$ cat config.mk
export PLATFORM = sky130hd
export DESIGN_NAME = rate_monotonic_tick_scheduler_core
export DESIGN_NICKNAME = d
export VERILOG_FILES = /design/src/rtl/rmts_pkg.sv /design/src/rtl/rmts_slot_store.sv /design/src/rtl/rmts_step_unit.sv /design/src/rtl/rate_monotonic_tick_scheduler_core.sv
export SDC_FILE = /design/constraint.sdc
export NUM_CORES = 1
export LEC_CHECK = 0
export ABC_CLOCK_PERIOD_IN_PS = 10400
export BUFFER_PORTS_ARGS = -buffer_cell sky130_fd_sc_hd__buf_2
export CORE_MARGIN = 1
export CORE_UTILIZATION = 55
export CTS_CLUSTER_DIAMETER = 30
export DETAILED_ROUTE_END_ITERATION = 10
export GPL_TIMING_DRIVEN = 0
export PLACE_DENSITY_LB_ADDON = 0.25
export SYNTH_ARGS = -nofsm -noshare
export SYNTH_HDL_FRONTEND = slang
export SYNTH_SLANG_ARGS = --single-unit
$ cat constraint.sdc
create_clock -name i_clk -period 10.4 [get_ports i_clk]
set_input_delay 2.08 -clock i_clk [delete_from_list [all_inputs] [get_ports i_clk]]
set_output_delay 2.08 -clock i_clk [all_outputs]
set_load 0.05 [all_outputs]
$ cat src/rtl/rmts_pkg.sv
`timescale 1ns / 1ps

package rmts_pkg;

    localparam int MAX_TASKS_DEF = 8;
    localparam int TIME_BITS_DEF = 16;

    localparam int CMD_W    = 2;
    localparam int SLOT_F_W = 3;
    localparam int LABEL_W  = 8;
    localparam int TICK_W   = 16;
    localparam int TC_W     = 4;
    localparam int CFG_W    = 16;
    localparam int CFG_IDX_W = 1;

    localparam logic [CMD_W-1:0] CMD_LOAD  = 2'd0;
    localparam logic [CMD_W-1:0] CMD_START = 2'd1;
    localparam logic [CMD_W-1:0] CMD_TICK  = 2'd2;

    localparam logic [CFG_IDX_W-1:0] CFG_TASK_COUNT = 1'd0;
    localparam logic [CFG_IDX_W-1:0] CFG_SCHED_LEN  = 1'd1;

    typedef struct packed {
        logic load;
        logic start;
        logic update;
    } t_store_ctl;

endpackage

$ cat src/rtl/rmts_slot_store.sv
`timescale 1ns / 1ps

module rmts_slot_store #(
    parameter int MAX_TASKS = rmts_pkg::MAX_TASKS_DEF,
    parameter int TIME_BITS = rmts_pkg::TIME_BITS_DEF,
    parameter int SLOT_W    = 3
) (
    input  logic                         i_clk,
    input  logic                         i_rst_n,
    input  rmts_pkg::t_store_ctl         i_ctl,
    input  logic [SLOT_W-1:0]            i_load_slot,
    input  logic [TIME_BITS-1:0]         i_load_exec,
    input  logic [TIME_BITS-1:0]         i_load_period,
    input  logic [rmts_pkg::LABEL_W-1:0] i_load_label,
    input  logic [SLOT_W-1:0]            i_idx,
    input  logic [TIME_BITS+3:0]         i_upd_rem,
    input  logic [TIME_BITS-1:0]         i_upd_cd,
    output logic [TIME_BITS-1:0]         o_exec,
    output logic [TIME_BITS-1:0]         o_period,
    output logic [rmts_pkg::LABEL_W-1:0] o_label,
    output logic [TIME_BITS+3:0]         o_rem,
    output logic [TIME_BITS-1:0]         o_cd
);
    import rmts_pkg::*;

    localparam int REM_W = TIME_BITS + 4;

    logic [TIME_BITS-1:0] r_exec   [MAX_TASKS];
    logic [TIME_BITS-1:0] r_period [MAX_TASKS];
    logic [LABEL_W-1:0]   r_label  [MAX_TASKS];
    logic [REM_W-1:0]     r_rem    [MAX_TASKS];
    logic [TIME_BITS-1:0] r_cd     [MAX_TASKS];

    // task parameters, no reset
    always_ff @(posedge i_clk) begin
        if (i_ctl.load) begin
            r_exec[i_load_slot]   <= i_load_exec;
            r_period[i_load_slot] <= i_load_period;
            r_label[i_load_slot]  <= i_load_label;
        end
    end

    // per-slot run state
    always_ff @(posedge i_clk) begin
        if (!i_rst_n) begin
            for (int k = 0; k < MAX_TASKS; k++) begin
                r_rem[k] <= '0;
                r_cd[k]  <= '0;
            end
        end else if (i_ctl.start) begin
            r_rem[i_idx] <= {4'b0, r_exec[i_idx]};
            r_cd[i_idx]  <= r_period[i_idx];
        end else if (i_ctl.update) begin
            r_rem[i_idx] <= i_upd_rem;
            r_cd[i_idx]  <= i_upd_cd;
        end
    end

    assign o_exec   = r_exec[i_idx];
    assign o_period = r_period[i_idx];
    assign o_label  = r_label[i_idx];
    assign o_rem    = r_rem[i_idx];
    assign o_cd     = r_cd[i_idx];

endmodule

$ cat src/rtl/rmts_step_unit.sv
`timescale 1ns / 1ps

module rmts_step_unit #(
    parameter int TIME_BITS = rmts_pkg::TIME_BITS_DEF
) (
    input  logic [TIME_BITS+3:0]         i_rem,
    input  logic [TIME_BITS-1:0]         i_exec,
    input  logic [TIME_BITS-1:0]         i_period,
    input  logic [rmts_pkg::LABEL_W-1:0] i_label,
    input  logic [TIME_BITS-1:0]         i_cd,
    input  logic                         i_have_best,
    input  logic [TIME_BITS-1:0]         i_best_period,
    input  logic [rmts_pkg::LABEL_W-1:0] i_best_label,
    input  logic                         i_is_best,
    output logic                         o_better,
    output logic [TIME_BITS+3:0]         o_rem,
    output logic [TIME_BITS-1:0]         o_cd,
    output logic                         o_ovf
);
    import rmts_pkg::*;

    localparam int REM_W = TIME_BITS + 4;
    localparam int SUM_W = REM_W + 1;

    logic [REM_W-1:0] w_rem_dec;
    logic [SUM_W-1:0] w_sum;
    logic             w_release;
    logic             w_sat;

    // priority compare: shorter period, then smaller label
    assign o_better = (i_rem != '0) &&
                      (!i_have_best || (i_period < i_best_period) ||
                       ((i_period == i_best_period) && (i_label < i_best_label)));

    // run one unit, then release a new job
    assign w_rem_dec = i_rem - REM_W'(i_is_best);
    assign w_sum     = {1'b0, w_rem_dec} + SUM_W'(i_exec);
    assign w_sat     = w_sum[REM_W];
    assign w_release = (i_cd[TIME_BITS-1:1] == '0);

    assign o_rem = w_release ? (w_sat ? {REM_W{1'b1}} : w_sum[REM_W-1:0]) : w_rem_dec;
    assign o_cd  = w_release ? i_period : (i_cd - TIME_BITS'(1));
    assign o_ovf = w_release && w_sat;

endmodule

$ cat src/rtl/rate_monotonic_tick_scheduler_core.sv
`timescale 1ns / 1ps
// Rate-monotonic tick scheduler.
// Input words (valid/ready): cmd selects load of a task slot (slot, exec_time,
// job period, task_label), start of the schedule, or one time tick.
// Each accepted word gives exactly one output word (valid/ready).
// A tick reports the slot and label that ran, or idle, plus the tick number,
// the schedule end flag and a saturation flag; other words report idle.
// Configuration: i_cfg_we writes i_cfg_data to register i_cfg_index (0 task count,
// 1 schedule length); the user must write only while no word is in flight (not enforced).
// One compare/update unit walks the slots: a scan pass over the active slots
// picks the winner, then a release pass runs it and releases jobs. One word is
// worked at a time; the next is taken the cycle after the result is registered.
// The output register holds a finished result while the receiver stalls;
// processing of a new word finishes and then waits until it is free.
// Reset clears the run state, the tick counter and the output valid flag,
// and sets the task count and schedule length to one.
module rate_monotonic_tick_scheduler_core #(
    parameter int MAX_TASKS = rmts_pkg::MAX_TASKS_DEF,
    parameter int TIME_BITS = rmts_pkg::TIME_BITS_DEF
) (
    input  logic                           i_clk,
    input  logic                           i_rst_n,
    input  logic                           i_cfg_we,
    input  logic [rmts_pkg::CFG_IDX_W-1:0] i_cfg_index,
    input  logic [rmts_pkg::CFG_W-1:0]     i_cfg_data,
    input  logic                           i_in_valid,
    output logic                           o_in_ready,
    input  logic [rmts_pkg::CMD_W-1:0]     i_cmd,
    input  logic [rmts_pkg::SLOT_F_W-1:0]  i_slot,
    input  logic [TIME_BITS-1:0]           i_exec_time,
    input  logic [TIME_BITS-1:0]           i_job_period,
    input  logic [rmts_pkg::LABEL_W-1:0]   i_task_label,
    output logic                           o_out_valid,
    input  logic                           i_out_ready,
    output logic [rmts_pkg::SLOT_F_W-1:0]  o_ran_slot,
    output logic [rmts_pkg::LABEL_W-1:0]   o_ran_label,
    output logic                           o_idle,
    output logic [rmts_pkg::TICK_W-1:0]    o_tick_number,
    output logic                           o_schedule_end,
    output logic                           o_overflow
);
    import rmts_pkg::*;

    localparam int SLOT_W = (MAX_TASKS > 1) ? $clog2(MAX_TASKS) : 1;
    localparam int CNT_W  = $clog2(MAX_TASKS + 1);
    localparam int REM_W  = TIME_BITS + 4;

    localparam logic [2:0] S_IDLE  = 3'd0;
    localparam logic [2:0] S_START = 3'd1;
    localparam logic [2:0] S_SCAN  = 3'd2;
    localparam logic [2:0] S_REL   = 3'd3;
    localparam logic [2:0] S_DONE  = 3'd4;

    logic [2:0]           r_state, n_state;
    logic [CMD_W-1:0]     r_cmd;
    logic [SLOT_W-1:0]    r_idx;
    logic [CNT_W-1:0]     r_n;
    logic                 r_have_best;
    logic [SLOT_W-1:0]    r_best_idx;
    logic [TIME_BITS-1:0] r_best_period;
    logic [LABEL_W-1:0]   r_best_label;
    logic                 r_ovf;
    logic [TIME_BITS-1:0] r_tick;
    logic [TC_W-1:0]      r_task_count;
    logic [TICK_W-1:0]    r_sched_len;

    logic                 r_out_valid;
    logic [SLOT_F_W-1:0]  r_ran_slot;
    logic [LABEL_W-1:0]   r_ran_label;
    logic                 r_idle;
    logic [TICK_W-1:0]    r_tick_number;
    logic                 r_sched_end;
    logic                 r_overflow;

    logic                 w_accept;
    logic                 w_last;
    logic                 w_out_free;
    logic [CNT_W-1:0]     w_n;
    logic [SLOT_W+SLOT_F_W-1:0] w_load_ext;
    logic [SLOT_W+SLOT_F_W-1:0] w_best_ext;
    logic [TIME_BITS+TICK_W-1:0] w_tick_ext;
    logic [TIME_BITS+TICK_W-1:0] w_len_ext;
    t_store_ctl           w_ctl;

    logic [TIME_BITS-1:0] w_rd_exec;
    logic [TIME_BITS-1:0] w_rd_period;
    logic [LABEL_W-1:0]   w_rd_label;
    logic [REM_W-1:0]     w_rd_rem;
    logic [TIME_BITS-1:0] w_rd_cd;
    logic                 w_better;
    logic [REM_W-1:0]     w_upd_rem;
    logic [TIME_BITS-1:0] w_upd_cd;
    logic                 w_upd_ovf;

    assign o_in_ready = (r_state == S_IDLE);
    assign w_accept   = i_in_valid && o_in_ready;
    assign w_out_free = !r_out_valid || i_out_ready;
    assign w_last     = ((CNT_W'(r_idx) + CNT_W'(1)) == r_n);
    assign w_n        = (32'(r_task_count) > MAX_TASKS) ? CNT_W'(MAX_TASKS)
                                                        : CNT_W'(r_task_count);
    assign w_load_ext = {{SLOT_W{1'b0}}, i_slot};
    assign w_best_ext = {{SLOT_F_W{1'b0}}, r_best_idx};
    assign w_tick_ext = {{TICK_W{1'b0}}, r_tick};
    assign w_len_ext  = {{TIME_BITS{1'b0}}, r_sched_len};

    always_comb begin
        w_ctl.load   = w_accept && (i_cmd == CMD_LOAD) && (32'(i_slot) < MAX_TASKS);
        w_ctl.start  = (r_state == S_START);
        w_ctl.update = (r_state == S_REL);
    end

    rmts_slot_store #(
        .MAX_TASKS (MAX_TASKS),
        .TIME_BITS (TIME_BITS),
        .SLOT_W    (SLOT_W)
    ) u_store (
        .i_clk         (i_clk),
        .i_rst_n       (i_rst_n),
        .i_ctl         (w_ctl),
        .i_load_slot   (w_load_ext[SLOT_W-1:0]),
        .i_load_exec   (i_exec_time),
        .i_load_period (i_job_period),
        .i_load_label  (i_task_label),
        .i_idx         (r_idx),
        .i_upd_rem     (w_upd_rem),
        .i_upd_cd      (w_upd_cd),
        .o_exec        (w_rd_exec),
        .o_period      (w_rd_period),
        .o_label       (w_rd_label),
        .o_rem         (w_rd_rem),
        .o_cd          (w_rd_cd)
    );

    rmts_step_unit #(
        .TIME_BITS (TIME_BITS)
    ) u_step (
        .i_rem         (w_rd_rem),
        .i_exec        (w_rd_exec),
        .i_period      (w_rd_period),
        .i_label       (w_rd_label),
        .i_cd          (w_rd_cd),
        .i_have_best   (r_have_best),
        .i_best_period (r_best_period),
        .i_best_label  (r_best_label),
        .i_is_best     (r_have_best && (r_idx == r_best_idx)),
        .o_better      (w_better),
        .o_rem         (w_upd_rem),
        .o_cd          (w_upd_cd),
        .o_ovf         (w_upd_ovf)
    );

    always_comb begin
        n_state = r_state;
        case (r_state)
            S_IDLE: begin
                if (w_accept) begin
                    if ((i_cmd == CMD_START) && (w_n != '0)) begin
                        n_state = S_START;
                    end else if ((i_cmd == CMD_TICK) && (w_n != '0)) begin
                        n_state = S_SCAN;
                    end else begin
                        n_state = S_DONE;
                    end
                end
            end
            S_START: begin
                if (w_last) begin
                    n_state = S_DONE;
                end
            end
            S_SCAN: begin
                if (w_last) begin
                    n_state = S_REL;
                end
            end
            S_REL: begin
                if (w_last) begin
                    n_state = S_DONE;
                end
            end
            S_DONE: begin
                if (w_out_free) begin
                    n_state = S_IDLE;
                end
            end
            default: begin
                n_state = S_IDLE;
            end
        endcase
    end

    // sequencer and slot walk
    always_ff @(posedge i_clk) begin
        if (!i_rst_n) begin
            r_state     <= S_IDLE;
            r_cmd       <= CMD_LOAD;
            r_idx       <= '0;
            r_n         <= '0;
            r_have_best <= 1'b0;
            r_ovf       <= 1'b0;
            r_tick      <= '0;
        end else begin
            r_state <= n_state;
            case (r_state)
                S_IDLE: begin
                    if (w_accept) begin
                        r_cmd       <= i_cmd;
                        r_idx       <= '0;
                        r_n         <= w_n;
                        r_have_best <= 1'b0;
                        r_ovf       <= 1'b0;
                        if (i_cmd == CMD_START) begin
                            r_tick <= '0;
                        end else if (i_cmd == CMD_TICK) begin
                            r_tick <= r_tick + TIME_BITS'(1);
                        end
                    end
                end
                S_START: begin
                    r_idx <= r_idx + SLOT_W'(1);
                end
                S_SCAN: begin
                    if (w_better) begin
                        r_have_best <= 1'b1;
                    end
                    r_idx <= w_last ? '0 : (r_idx + SLOT_W'(1));
                end
                S_REL: begin
                    r_ovf <= r_ovf | w_upd_ovf;
                    r_idx <= r_idx + SLOT_W'(1);
                end
                default: begin
                end
            endcase
        end
    end

    // current winner
    always_ff @(posedge i_clk) begin
        if ((r_state == S_SCAN) && w_better) begin
            r_best_idx    <= r_idx;
            r_best_period <= w_rd_period;
            r_best_label  <= w_rd_label;
        end
    end

    always_ff @(posedge i_clk) begin
        if (!i_rst_n) begin
            r_task_count <= TC_W'(1);
            r_sched_len  <= TICK_W'(1);
        end else if (i_cfg_we) begin
            case (i_cfg_index)
                CFG_TASK_COUNT: r_task_count <= i_cfg_data[TC_W-1:0];
                CFG_SCHED_LEN:  r_sched_len  <= i_cfg_data[TICK_W-1:0];
                default: begin
                end
            endcase
        end
    end

    // output register
    always_ff @(posedge i_clk) begin
        if (!i_rst_n) begin
            r_out_valid <= 1'b0;
        end else if ((r_state == S_DONE) && w_out_free) begin
            r_out_valid <= 1'b1;
        end else if (i_out_ready) begin
            r_out_valid <= 1'b0;
        end
    end

    always_ff @(posedge i_clk) begin
        if ((r_state == S_DONE) && w_out_free) begin
            if (r_cmd == CMD_TICK) begin
                r_ran_slot    <= r_have_best ? w_best_ext[SLOT_F_W-1:0] : '0;
                r_ran_label   <= r_have_best ? r_best_label : '0;
                r_idle        <= !r_have_best;
                r_tick_number <= w_tick_ext[TICK_W-1:0];
                r_sched_end   <= (w_tick_ext == w_len_ext);
                r_overflow    <= r_ovf;
            end else begin
                r_ran_slot    <= '0;
                r_ran_label   <= '0;
                r_idle        <= 1'b1;
                r_tick_number <= '0;
                r_sched_end   <= 1'b0;
                r_overflow    <= 1'b0;
            end
        end
    end

    assign o_out_valid    = r_out_valid;
    assign o_ran_slot     = r_ran_slot;
    assign o_ran_label    = r_ran_label;
    assign o_idle         = r_idle;
    assign o_tick_number  = r_tick_number;
    assign o_schedule_end = r_sched_end;
    assign o_overflow     = r_overflow;

endmodule

# Word level (Yosys, flattened, before mapping)
# Memories as Yosys holds them, arrays and structs flattened. A register that Yosys moved wholly into a read port is not among the register bits.
# Cells that the tools add are included.
[word_totals]
reg_bits = 108
ramBits = 608
input_bits = 67
out_inout_bits = 32
elab_cells = 140
mem_count = 5
[memory_table]
columns = ["name", "words", "width", "rd", "rd_clocked_by_memory_dff", "write_ports", "line", "text"]
rows = [
  ["u_store.r_rem", 8, 20, 1, 1, 8, "rmts_slot_store.sv:31", "logic [REM_W-1:0] r_rem [MAX_TASKS];"],
  ["u_store.r_cd", 8, 16, 1, 1, 8, "rmts_slot_store.sv:32", "logic [TIME_BITS-1:0] r_cd [MAX_TASKS];"],
  ["u_store.r_exec", 8, 16, 1, 1, 1, "rmts_slot_store.sv:28", "logic [TIME_BITS-1:0] r_exec [MAX_TASKS];"],
  ["u_store.r_period", 8, 16, 1, 1, 1, "rmts_slot_store.sv:29", "logic [TIME_BITS-1:0] r_period [MAX_TASKS];"],
  ["u_store.r_label", 8, 8, 1, 1, 1, "rmts_slot_store.sv:30", "logic [LABEL_W-1:0] r_label [MAX_TASKS];"],
]
[op_classes]
addsub = 6
order_cmp = 3
n_eq_ne = 16
muxes = 50
bitwise_logic = 4
reduce_logical = 37
[op_table]
columns = ["operator", "count"]
rows = [
  ["$mux 16", 5],
  ["$mux 20", 4],
  ["$mux 3", 20],
  ["$eq 16x16->1", 2],
  ["$add 20x16->21", 1],
  ["$reduce_bool 20->1", 1],
  ["$reduce_or 20->1", 1],
  ["$sub 20x1->20", 1],
  ["$add 16x1->16 const B", 1],
  ["$lt 16x16->1", 1],
  ["$mux 1", 16],
  ["$reduce_or 16->1", 1],
  ["$sub 16x1->16 const B", 1],
  ["$logic_not 15->1", 1],
  ["$pmux 3 s4", 1],
  ["$reduce_and 2->1", 6],
  ["$logic_and 1x1->1", 10],
  ["$pmux 3 s3", 1],
  ["$lt 8x8->1", 1],
  ["$reduce_bool 2->1", 4],
  ["$eq 3x2->1 const B", 2],
  ["$ne 2x2->1 const B", 3],
  ["$reduce_and 3->1", 2],
  ["$add 3x1->4 const B", 1],
  ["other kinds (21)", 29],
]

# Longest topological paths before layout
[depth]
word_depth = 8
ltp_mapped = 26
ltp_nobuf = 19

# By module
# A second synthesis with hierarchy kept.
[hier_totals]
hier_cells = 2390
hier_area_um2 = 32925.3
[by_module_without_submodules]
columns = ["mod", "n_inst", "cells_each", "area_per_inst_um2", "seq_area_each_um2"]
rows = [
  ["rmts_slot_store", 1, 1613, 25702.2, 18257.5],
  ["rate_monotonic_tick_scheduler_core", 1, 397, 4433.0, 2732.6],
  ["rmts_step_unit", 1, 380, 2790.2, 0.0],
]

# Worst setup path before layout
# Ideal clock, no wire load.
[synth_path]
path_type = "flip-flop to flip-flop"
from = "register (tool-made name)"
to = "register r_best_idx[0] (enable)"
arrival_ps = 5669
path_slack_ps = 4301
path_stages_with_launch = 21
path_buffers = 9
period_less_slack_ps = 6099
path_cell_list = "dfxtp_1 -> buf_6 -> buf_6 -> buf_4 -> buf_4 -> buf_2 -> buf_2 -> buf_2 -> buf_2 -> buf_1 -> mux4_2 -> mux2_2 -> ha_1 -> nor2b_1 -> o21ai_0 -> nand2b_1 -> a21oi_1 -> o21ai_0 -> a31oi_1 -> o221ai_1 -> a31oi_1"
[synth_rtl]
columns = ["item", "line", "text"]
rows = [
  ["end signal, assigned", "rate_monotonic_tick_scheduler_core.sv:241", "r_best_idx <= r_idx;"],
  ["end, declared", "rate_monotonic_tick_scheduler_core.sv:59", "logic [SLOT_W-1:0] r_best_idx;"],
]

==> summary.txt <==
Status - complete, no violations
Core ar. - 0.0567 mm2
Layout cell share with drive strength beyond 1 - 0.251
Crit Path Category - flip-flop to flip-flop
RSZ-0062 raised after global routing - no
Vias in the first global route - 19800
Synthesized area - 0.0317 mm2
Drt drc - 0
Worst hold stages - 0
Chip width - 242 um
Postcts setup bufs - 0
Worst IR drop on VDD - 0.201 mV
Root Buffer Master - clkbuf_16
Synth Area per Inst - 15.3 um2
GRT Overall Usage - 0.278
CP Capture Type - flip-flop
Critical path data arrival time - 8.49 ns
Worst EP required - 10.81 ns
CTS Buffer Depth - 3
Fin util - 0.673
Total die area - 0.0587 mm2
FF+latch area - 0.0211 mm2
Finished Layout Cells - 3180
Synth area leader - edfxtp_1
Routed vias/inst - 6.11
WL met3 - 7450 um
HPWL Detailed - 52200 um
CTS tree - built
P&R area growth vs syn - 20.3%
P_leak - 13.2 nW
Initial Util - 0.560
I/O Buffers - 97
Ys Warns - 0
Final wirelength - 80300 um
First-pass GRT wire length - 120000 um
Area of the multi-input gates - 0.0101 mm2
Worst skew pair latency - 0.71 ns
Hold Vio Cnt, Final - 0
Clock-pin slew on the worst setup and hold paths - 0.05 ns
Largest net degree at the start of global routing - 31
PwrDens - 215 mW/mm2
Htree depth - 4
Prevailing post-synth register cell - edfxtp_1
Number of synthesized flops with an enable pin - 665
Met2 WL - 39500 um
Synth cell types - 85
Worst-path fanout max - 10
Synthesized instance count - 2068
Drt first-iter violations - 1951
Min Tclk post-route - 8.08 ns
Startpoint types - flip-flop
Highest Clock Rate - 124 MHz
IO Count - 99
Largest cells by area after synthesis - edfxtp_1, mux4_2, dfxtp_1, nor2_1, ha_1
Die height - 242 um
Post-synth top area share - 0.629
Routed len/inst - 25.2 um
Synth Register Bits - 719
Top sig layer - met5
Antenna diode count - 0
Post-cts resize count - 0
Commonest non-fill, non-tap cell in the layout - edfxtp_1
Hold buffers post-CTS - 0
Final Skew - 0.0316 ns
Slew Limit Fails - 0
ANT nets after route - 0
Initial antenna violation count - 3
MaxCap Viol Count - 0
Remaining Overflow, GRT - 0
Worst min path class - flip-flop to flip-flop
Sinks on Clock Net - 719
Fin crit share - 0.777
Syn_nets - 2183
Hold Crit Start - r_idx[2]$_SDFFE_PN0P_
Vias post-DR - 19400
Ys async rst share - 0
Commonest non-fill, non-tap cells in the layout - edfxtp_1, nor2_1, mux4_2
# setup viols final - 0
Filler instances - 3704
Sum Neg Setup Slack - 0 ns
Fin nets - 2434
DRT Pass-1 Iters - 6
Row Count - 87
# placed instances - 2943
CTS Buf Count - 130
Sequential area share after synthesis - 0.663
Final hold slack - 0.440 ns
Slew HR - 0.208
Placer Congestion - 0.919
Post-Route M1 WL - 30800 um
Worst Max-Slew Pin Slew - 1.19 ns
Reg2Reg Depth - 20
critical path, stage by stage, from the launching register on:
cell	delay, ns
dfxtp_1	0.30
buf_2	0.31
buf_6	0.24
buf_2	0.39
buf_2	0.39
buf_2	0.43
buf_1	0.70
buf_1	0.60
buf_1	0.64
mux2_2	0.49
fa_1	0.50
a211oi_1	0.35
o21a_1	0.22
o21a_1	0.23
o31ai_1	0.20
nand4_1	0.14
o21a_1	0.20
buf_1	0.55
o31ai_2	0.21
o21bai_1	0.54
nor2_1	0.09
cells in the mapped netlist (all sizes together), types with 42 or more instances:
cell type  instances
a21oi             45
buf               45
clkbuf            59
dfxtp             54
edfxtp           665
ha                47
inv               45
mux2              50
mux4             148
nand2            132
nor2             277
nor3              65
xnor2             42
where the power goes:
group	switching [mW]	leakage, nW	total, mW	internal (mW)
Sequential	0.0280	6.82	3.27	3.24
Clock	1.44	2.18	4.34	2.90
Combinational	0.395	4.24	0.612	0.217
Total	1.86	13.2	8.22	6.36
stage by stage:
stage               power (mW)  setup WS (ns)  instance area, um2
floorplan                 3.73           4.30               31700
global placement          3.90           1.68               33200
detailed placement        3.92           2.48               33600
CTS                       8.24           2.43               38200
global route              8.42           2.04               38200
finish                    8.22           2.32               38200
per-layer routing:
| layer | global-route usage | vias to the layer above |
|---|---|---|
| li1 | - | 8508 |
| met1 | 0.363 | 9753 |
| met2 | 0.452 | 979 |
| met3 | 0.0671 | 188 |
| met4 | 0.112 | 6 |
| met5 | 0 | - |
flip-flops by register name, indices dropped and copies added (netlist names), 2 cells and up, named ones only:
register,count
o_ran_label,8
o_ran_slot,3
o_tick_number,16
r_best_idx,3
r_best_label,8
r_best_period,16
r_cmd,2
r_idx,3
r_n,4
r_sched_len,16
r_state,3
r_task_count,4
r_tick,16
u_store.r_cd,128
u_store.r_exec,128
u_store.r_label,64
u_store.r_period,128
u_store.r_rem,160
final timing paths:
check | to | slack (ns)
max | u_store.r_rem[0][13]$_SDFFCE_PN0P_ | 2.32
min | r_best_idx[2]$_DFFE_PP_ | 0.44
max reg2reg | u_store.r_rem[0][13]$_SDFFCE_PN0P_ | 2.32
min reg2reg | r_best_idx[2]$_DFFE_PP_ | 0.44
cell families (layout without fill, tap and decap cells):
family,count (synthesis),after routing,share of synthesized area
and+or+nand+nor,645,645,0.0948
DFF,719,719,0.663
AOI/OAI and AO/OA,197,197,0.0470
buffers and inverters,149,505,0.0200
muxes,238,238,0.136
adders and majority gates,48,48,0.0192
xor gates and xnor gates,72,72,0.0201
final cells by class:
| cell class | instances | area share |
|---|---|---|
| clock inverters | 84 | 0.0293 |
| repair buffers | 119 | 0.0225 |
| well taps | 756 | 0.0248 |
| flip-flops and latches | 719 | 0.552 |
| plain buffers | 104 | 0.0122 |
| multi-input cells | 1200 | 0.266 |
| inverters | 45 | 0.00443 |
| clock buffers | 153 | 0.0894 |
Power figures use the tool's default switching activity.
